**config.mk**
```make
export PLATFORM = sky130hd
export DESIGN_NAME = wmva_ctrl
export DESIGN_NICKNAME = d
export VERILOG_FILES = /design/src/rtl/wmva_pkg.sv /design/src/rtl/wmva_ctrl.sv
export SDC_FILE = /design/constraint.sdc
export NUM_CORES = 1
export LEC_CHECK = 0
export ABC_CLOCK_PERIOD_IN_PS = 2900
export BUFFER_PORTS_ARGS = -buffer_cell sky130_fd_sc_hd__buf_2
export CAP_MARGIN = 10
export CORE_MARGIN = 2
export CORE_UTILIZATION = 53
export CTS_CLUSTER_SIZE = 30
export DETAILED_ROUTE_END_ITERATION = 7
export PLACE_DENSITY = 0.82
export SYNTH_ARGS = -nofsm -noshare
export SYNTH_HDL_FRONTEND = slang
export SYNTH_SLANG_ARGS = --single-unit
export TNS_END_PERCENT = 1
```
**constraint.sdc**
```tcl
create_clock -name clk -period 2.9 [get_ports clk]
set_clock_uncertainty 0.1 [all_clocks]
set_input_delay 0.58 -clock clk [delete_from_list [all_inputs] [get_ports clk]]
set_output_delay 0.58 -clock clk [all_outputs]
set_load 0.005 [all_outputs]
```
**src/rtl/wmva_pkg.sv**
```systemverilog
// Package for the weighted mean and variance accumulator.
// Holds field widths, command and status codes, sequencer types and the
// controller/datapath interface structs. Depends on nothing.
`default_nettype none

package wmva_pkg;

  // Parameter defaults.
  localparam int COUNT_BITS_DEF       = 16;
  localparam int VALUE_FRAC_BITS_DEF  = 8;
  localparam int WEIGHT_FRAC_BITS_DEF = 8;

  // Fixed field widths.
  localparam int CMD_W     = 2;
  localparam int VALUE_W   = 16;
  localparam int WEIGHT_W  = 12;
  localparam int MEAN_W    = 24;
  localparam int VAR_W     = 40;
  localparam int CNT_OUT_W = 16;
  localparam int STATUS_W  = 2;
  localparam int OUT_FRAC  = 16;
  localparam int MUL_DIG_W = 8;

  localparam int S_DATA_W = 32;
  localparam int M_DATA_W = MEAN_W + 5 * VAR_W + CNT_OUT_W;

  // Item products: w*v, v*v (as magnitude), w*w, w*v*v.
  localparam int WV_W  = WEIGHT_W + 1 + VALUE_W;
  localparam int VV_W  = 2 * VALUE_W - 1;
  localparam int WW_W  = 2 * WEIGHT_W;
  localparam int WVV_W = WEIGHT_W + VV_W;

  typedef enum logic [CMD_W-1:0] {
    CMD_ADD   = 2'd0,
    CMD_SUB   = 2'd1,
    CMD_CLEAR = 2'd2,
    CMD_PROBE = 2'd3
  } cmd_t;

  typedef enum logic [STATUS_W-1:0] {
    STAT_OK    = 2'd0,
    STAT_EMPTY = 2'd1,
    STAT_FULL  = 2'd2
  } status_t;

  // Arithmetic steps, run in this order for every item.
  typedef enum logic [3:0] {
    OP_MUL_QW,
    OP_MUL_SS,
    OP_MUL_WW,
    OP_DIV_MEAN,
    OP_DIV_SV,
    OP_DIV_MV,
    OP_DIV_WMV,
    OP_MUL_QL,
    OP_MUL_SL,
    OP_MUL_LW,
    OP_DIV_OSV,
    OP_DIV_OMV
  } op_t;

  localparam op_t OP_FIRST = OP_MUL_QW;
  localparam op_t OP_LAST  = OP_DIV_OMV;

  typedef enum logic [3:0] {
    ST_IDLE,
    ST_PROD,
    ST_SCALE,
    ST_UPDATE,
    ST_PREP,
    ST_LAUNCH,
    ST_MUL,
    ST_DIV,
    ST_DONE
  } state_t;

  typedef struct packed {
    logic load_in;
    logic calc_prod;
    logic calc_scale;
    logic update;
    logic prep;
    logic start_mul;
    logic start_div;
    logic commit;
    logic load_out;
    op_t  op;
  } dp_cmd_t;

  typedef struct packed {
    logic op_run;
    logic mul_done;
    logic div_done;
  } dp_stat_t;

  function automatic logic op_is_mul(op_t op);
    logic r;
    r = 1'b0;
    unique case (op) inside
      OP_MUL_QW, OP_MUL_SS, OP_MUL_WW, OP_MUL_QL, OP_MUL_SL, OP_MUL_LW: r = 1'b1;
      default: r = 1'b0;
    endcase
    return r;
  endfunction

endpackage

`default_nettype wire

```
**src/rtl/wmva_ctrl.sv**
```systemverilog
// Controller: sequences the item phases and the arithmetic steps, owns the handshakes.
// Uses wmva_pkg for the state, step and interface types.
`default_nettype none

module wmva_ctrl (
  input  wire logic               clk,
  input  wire logic               rst,
  input  wire logic               s_valid,
  output logic                    s_ready,
  output logic                    m_valid,
  input  wire logic               m_ready,
  input  wire wmva_pkg::dp_stat_t stat,
  output wmva_pkg::dp_cmd_t       cmd
);

  wmva_pkg::state_t state, state_next;
  wmva_pkg::op_t    op, op_next;
  logic             step_done;
  logic             last_op;

  assign last_op   = op == wmva_pkg::OP_LAST;
  assign step_done = ((state == wmva_pkg::ST_LAUNCH) && !stat.op_run)
                  || ((state == wmva_pkg::ST_MUL) && stat.mul_done)
                  || ((state == wmva_pkg::ST_DIV) && stat.div_done);

  always_ff @(posedge clk) begin
    if (rst) begin
      state   <= wmva_pkg::ST_IDLE;
      op      <= wmva_pkg::OP_FIRST;
      m_valid <= 1'b0;
    end else begin
      state <= state_next;
      op    <= op_next;
      if (cmd.load_out) begin
        m_valid <= 1'b1;
      end else if (m_ready) begin
        m_valid <= 1'b0;
      end
    end
  end

  always_comb begin
    state_next = state;
    op_next    = op;
    unique case (state)
      wmva_pkg::ST_IDLE:   if (s_valid) state_next = wmva_pkg::ST_PROD;
      wmva_pkg::ST_PROD:   state_next = wmva_pkg::ST_SCALE;
      wmva_pkg::ST_SCALE:  state_next = wmva_pkg::ST_UPDATE;
      wmva_pkg::ST_UPDATE: state_next = wmva_pkg::ST_PREP;
      wmva_pkg::ST_PREP: begin
        state_next = wmva_pkg::ST_LAUNCH;
        op_next    = wmva_pkg::OP_FIRST;
      end
      wmva_pkg::ST_LAUNCH: begin
        if (stat.op_run) begin
          state_next = wmva_pkg::op_is_mul(op) ? wmva_pkg::ST_MUL : wmva_pkg::ST_DIV;
        end else if (last_op) begin
          state_next = wmva_pkg::ST_DONE;
        end else begin
          op_next = wmva_pkg::op_t'(op + 4'd1);
        end
      end
      wmva_pkg::ST_MUL, wmva_pkg::ST_DIV: begin
        if (step_done) begin
          if (last_op) begin
            state_next = wmva_pkg::ST_DONE;
          end else begin
            state_next = wmva_pkg::ST_LAUNCH;
            op_next    = wmva_pkg::op_t'(op + 4'd1);
          end
        end
      end
      wmva_pkg::ST_DONE:   if (!m_valid || m_ready) state_next = wmva_pkg::ST_IDLE;
      default:             state_next = wmva_pkg::ST_IDLE;
    endcase
  end

  always_comb begin
    s_ready        = state == wmva_pkg::ST_IDLE;
    cmd.load_in    = (state == wmva_pkg::ST_IDLE) && s_valid;
    cmd.calc_prod  = state == wmva_pkg::ST_PROD;
    cmd.calc_scale = state == wmva_pkg::ST_SCALE;
    cmd.update     = state == wmva_pkg::ST_UPDATE;
    cmd.prep       = state == wmva_pkg::ST_PREP;
    cmd.start_mul  = (state == wmva_pkg::ST_LAUNCH) && stat.op_run && wmva_pkg::op_is_mul(op);
    cmd.start_div  = (state == wmva_pkg::ST_LAUNCH) && stat.op_run && !wmva_pkg::op_is_mul(op);
    cmd.commit     = step_done;
    cmd.load_out   = (state == wmva_pkg::ST_DONE) && (!m_valid || m_ready);
    cmd.op         = op;
  end

endmodule

`default_nettype wire

```
After elaboration in Yosys (flattened, before gate mapping)
Index checks and enable logic that the tools add are counted.
{"block": "classes", "n_eq_ne": 19, "reduce_logical": 22, "addsub": 1, "muxes": 17}
{"operator": "4-bit two-way mux", "n": 9}
{"operator": "4-bit case mux with 8 select lines", "n": 1}
{"operator": "4-bit by 3-bit == test with 1-bit output, second input constant", "n": 5}
{"operator": "4-bit == test, second input constant", "n": 4}
{"operator": "4-bit by 2-bit == test with 1-bit output, second input constant", "n": 3}
{"operator": "4-bit case mux with 3 select lines", "n": 1}
{"operator": "4-bit by 1-bit == test with 1-bit output, second input constant", "n": 2}
{"operator": "1-bit logical AND", "n": 8}
{"operator": "4-bit zero test", "n": 2}
{"operator": "2-bit inequality test, second input constant", "n": 4}
{"operator": "1-bit two-way mux", "n": 6}
{"operator": "6-bit OR reduction", "n": 1}
{"operator": "4-bit by 1-bit adder with 4-bit output, second input constant", "n": 1}
{"operator": "4-bit AND reduction", "n": 1}
{"operator": "1-bit zero test", "n": 3}
{"operator": "1-bit logical OR", "n": 3}
{"operator": "3-bit inequality test, second input constant", "n": 1}
{"operator": "3-bit AND reduction", "n": 1}
{"operator": "3-bit nonzero test", "n": 1}
{"operator": "2-bit nonzero test", "n": 1}
{"operator": "2-bit OR reduction", "n": 1}
{"block": "totals", "ff_bits": 9, "input_bits": 7, "word_cells": 62, "out_inout_bits": 15}

Depth between registers and ports, before layout
{"block": "logic_depth", "ltp_word": 8, "depth_mapped": 7, "depth_no_buf": 7}

Least setup slack after synthesis
Ideal clock, no wire load.
{"block": "synth_path", "kind": "reg2out", "start": "reg state[1]", "end": "out cmd[5] in the netlist's numbering", "required_time_ns": 2.220, "path_stages_with_launch": 6, "arrival_ns": 1.133, "setup_slack_ns": 1.087, "path_buffers": 2, "path_cell_list": "dfxtp_1 -> clkbuf_1 -> and2_1 -> o21ai_1 -> a21oi_1 -> buf_4"}
{"block": "synth_via", "elab_chain_cells": 4, "word_cells_on_any_way": 8, "classes_between": "3 x eq/ne; 5 x reduce/logical"}
{"element": "start, declared", "line": "wmva_ctrl.sv:16", "source": "wmva_pkg::state_t state, state_next;"}
{"element": "start signal, assigned", "line": "wmva_ctrl.sv:28", "source": "state <= wmva_pkg::ST_IDLE;"}
{"element": "start signal, assigned", "line": "wmva_ctrl.sv:32", "source": "state <= state_next;"}
{"element": "4-bit by 3-bit == test with 1-bit output (on tied branches)", "line": "wmva_ctrl.sv:22, wmva_ctrl.sv:23"}
{"element": "1-bit logical AND (on tied branches)", "line": "wmva_ctrl.sv:22, wmva_ctrl.sv:23"}
{"element": "1-bit logical OR", "line": "wmva_ctrl.sv:23", "source": "|| ((state == wmva_pkg::ST_MUL) && stat.mul_done)"}
{"element": "1-bit logical OR *", "line": "wmva_ctrl.sv:24", "source": "|| ((state == wmva_pkg::ST_DIV) && stat.div_done);"}
{"element": "end, declared", "line": "wmva_ctrl.sv:13", "source": "output wmva_pkg::dp_cmd_t cmd"}
Mark *: on every way between the ends. The rest lies on a longest branch, timed or not.

==> results.sh <==
export IMPL_outcome="finished clean"
export IMPL_hpwl_mm=1.19
export IMPL_syn_nets=105
export IMPL_r2r_cells=6
export IMPL_worst_pin_slew_ns=0.451
export IMPL_path_class="flip-flop to primary output"
export IMPL_clk_latency_ns=0.26
export IMPL_utilization=0.653
export IMPL_slew_viol_final=0
export IMPL_drive_gt1_frac=0.239
export IMPL_wl_met3_um=67
export IMPL_io_pins=22
export IMPL_syn_area_um2=711
export IMPL_dieArea_um2=1650
export IMPL_syn_area_per_cell_um2=7.56
export IMPL_grt_antenna_before_repair=0
export IMPL_hold_path_startpoint="m_valid$_SDFFE_PP0P_"
export IMPL_final_common_cell="buf_2"
export IMPL_ys_seq_area_frac=0.254
export IMPL_cts_buffers=3
export IMPL_ff2ff_setup_slack_ns=1.00
export IMPL_die_y_um=40.6
export IMPL_grt_pass1_vias=553
export IMPL_place_congestion=0.751
export IMPL_drtAntennaViolNets=0
export IMPL_p_int_mw=0.258
export IMPL_post_cts_resized=0
export IMPL_areaGrowthSynthToFinish_pct=16.5
export IMPL_seq_power_share=0.400
export IMPL_rsz0062_at_grt="false"
export IMPL_path_clk_slew_ns=0.06
export IMPL_hold_depth=2
export IMPL_fin_crit_sh=0.783
export IMPL_syn_inst=94
export IMPL_fin_nets=125
export IMPL_period_minus_slack_ns=2.27
export IMPL_startpoint_type="flip-flop"
export IMPL_vias=704
export IMPL_leakagePower_nw=0.356
export IMPL_vdd_drop_max_mv=0.323
export IMPL_grt_max_degree=17
export IMPL_combPwrFrac=0.360
export IMPL_cts_root_buf="clkbuf_4"
export IMPL_cts_hold_buffers=0
export IMPL_row_count=13
export IMPL_track_usage=0.209
export IMPL_core_region_area_um2=1270
export IMPL_max_freq_mhz=440
export IMPL_total_power_mw=0.415
export IMPL_power_switching_mw=0.156
export IMPL_drcViolationCount=0
export IMPL_drv_cap=0
export IMPL_setup_viol=0
export IMPL_routed_wl_mm=1.58
export IMPL_r2r_start="op[1]$_SDFFE_PP0P_"
export IMPL_finalHoldViolCount=0
export IMPL_hp_class="flip-flop to flip-flop"
export IMPL_wl_per_cell_um=12.4
export IMPL_clock_power_share=0.240
export IMPL_clock_sinks=9
export IMPL_cp_required_ns=2.22
export IMPL_tns_ns=0
export IMPL_crit_fanout=12
export IMPL_htree_num_levels=1
export IMPL_overflow=0
export IMPL_critPathArrivalTime_ns=1.59
export IMPL_yosys_warnings=0
export IMPL_diodes=0
export IMPL_wl_met1_um=770
export IMPL_cts_tree="done"
export IMPL_postCtsSetupRepairBufs=0
export IMPL_cp_end_kind="primary output"
export IMPL_dieWidth_um=40.6
export IMPL_firstDrtPassIters=4
export IMPL_wl_met2_um=728
export IMPL_cts_max_path_buffers=2
export IMPL_io_buffer_count=21
export IMPL_vias_per_cell=5.50
export IMPL_start_util=0.560
export IMPL_powerDensity_nw_per_um2=501
export IMPL_grt_pass1_wl_mm=2.30
export IMPL_min_to="m_valid$_SDFFE_PP0P_"
export IMPL_swShare=0.377
export IMPL_drtIter0Drc=13
export IMPL_slew_headroom=0.699
export IMPL_fillers=105
export IMPL_r2r_end="op[2]$_SDFFE_PP0P_"
export IMPL_synth_seq_cells=9
export IMPL_synth_cell_type_count=37
export IMPL_final_cell_mix="21 x buf_2, 12 x nor2_1, 9 x a21oi_1, 9 x dfxtp_1"
export IMPL_top_layer_used="met4"
## cells in the mapped netlist, drive strengths merged
library cell / instances / area (um^2)
a31o: 1 / 8.76
o31a: 2 / 17.5
nor2: 12 / 45.0
o32ai: 1 / 8.76
o21ai: 5 / 25.0
inv: 5 / 18.8
nand3: 4 / 25.0
buf: 3 / 20.0
and3: 3 / 18.8
or4: 1 / 7.51
o32a: 1 / 10.0
clkbuf: 3 / 12.5
or3: 1 / 6.26
ha: 4 / 50.1
and3b: 1 / 12.5
nor3: 2 / 10.0
dfxtp: 9 / 180
nor2b: 4 / 25.0
and2b: 1 / 7.51
a2111oi: 1 / 15.0
or3b: 1 / 8.76
and2: 2 / 12.5
o311ai: 1 / 8.76
a21o: 1 / 7.51
mux2i: 2 / 20.0
a21oi: 9 / 45.0
nand2: 4 / 15.0
a21boi: 1 / 7.51
or2: 1 / 6.26
xnor2: 1 / 8.76
nor4: 2 / 12.5
o22ai: 1 / 6.26
nand3b: 2 / 15.0
nand2b: 2 / 12.5
## power groups by stage
stage	registers [mW]	logic (mW)	clock network (mW)
floorplan	0.148	0.124	0
global route	0.169	0.168	0.109
finish	0.166	0.149	0.0994
global placement	0.166	0.148	0
detailed placement	0.168	0.149	0
CTS	0.165	0.150	0.102
## worst max path at each step
stage	startpoint	end	slack, ns	depth (start not counted)
final	state[0]$_SDFFE_PP0P_	cmd[6]	0.63	4
after global routing	state[0]$_SDFFE_PP0P_	cmd[6]	0.52	4
after CTS	state[0]$_SDFFE_PP0P_	cmd[6]	0.65	4
after detailed placement	state[0]$_SDFFE_PP0P_	cmd[6]	0.93	4
after global placement	stat[2]	cmd[5]	0.97	5
after floorplan	state[1]$_SDFFE_PP0P_	cmd[5]	1.09	5
## registers in the layout, indices dropped and copies added, names as in the netlist
| name | flops |
|---|---|
| m_valid | 1 |
| op | 4 |
| state | 4 |
## critical path: stages, from the launching register on
cell     delay, ns
dfxtp_1       0.55
nor2b_1       0.30
nand3_1       0.18
nor2_1        0.17
buf_2         0.14
## per-layer routing
layer / track usage / up-vias
met5: 0 / -
li1: - / 373
met2: 0.321 / 14
met1: 0.282 / 315
met3: 0.0326 / 2
met4: 0.100 / 0
## cells by family after synthesis
logic type / after synthesis / share of synthesized area
buffers and inverters: 11 / 0.0722
AND/OR/NAND/NOR: 43 / 0.338
flip-flops: 9 / 0.254
adder cells (fa/ha/maj): 4 / 0.0704
XOR/XNOR: 1 / 0.0123
AO/OA/AOI/OAI: 24 / 0.225
multiplexers: 2 / 0.0282
## stage by stage
stage / hold WS [ns] / instances / setup slack (ns) / instance area (um^2)
floorplan: 0.404 / 94 / 1.09 / 711
global placement: 0.408 / 124 / 0.966 / 802
detailed placement: 0.414 / 124 / 0.928 / 802
CTS: 0.426 / 128 / 0.648 / 828
global route: 0.462 / 128 / 0.521 / 828
finish: 0.427 / 128 / 0.630 / 828
## final cells by class
cell class                 count  area, um^2  share of cell area
sequential                     9         180               0.218
tap                           15        18.8              0.0227
clock buffer                   4        26.3              0.0317
inverter                       5        18.8              0.0227
timing repair buffer          21         105               0.127
multi-input combinational     74         479               0.579
Note: power is estimated with default switching activity, not from simulation.
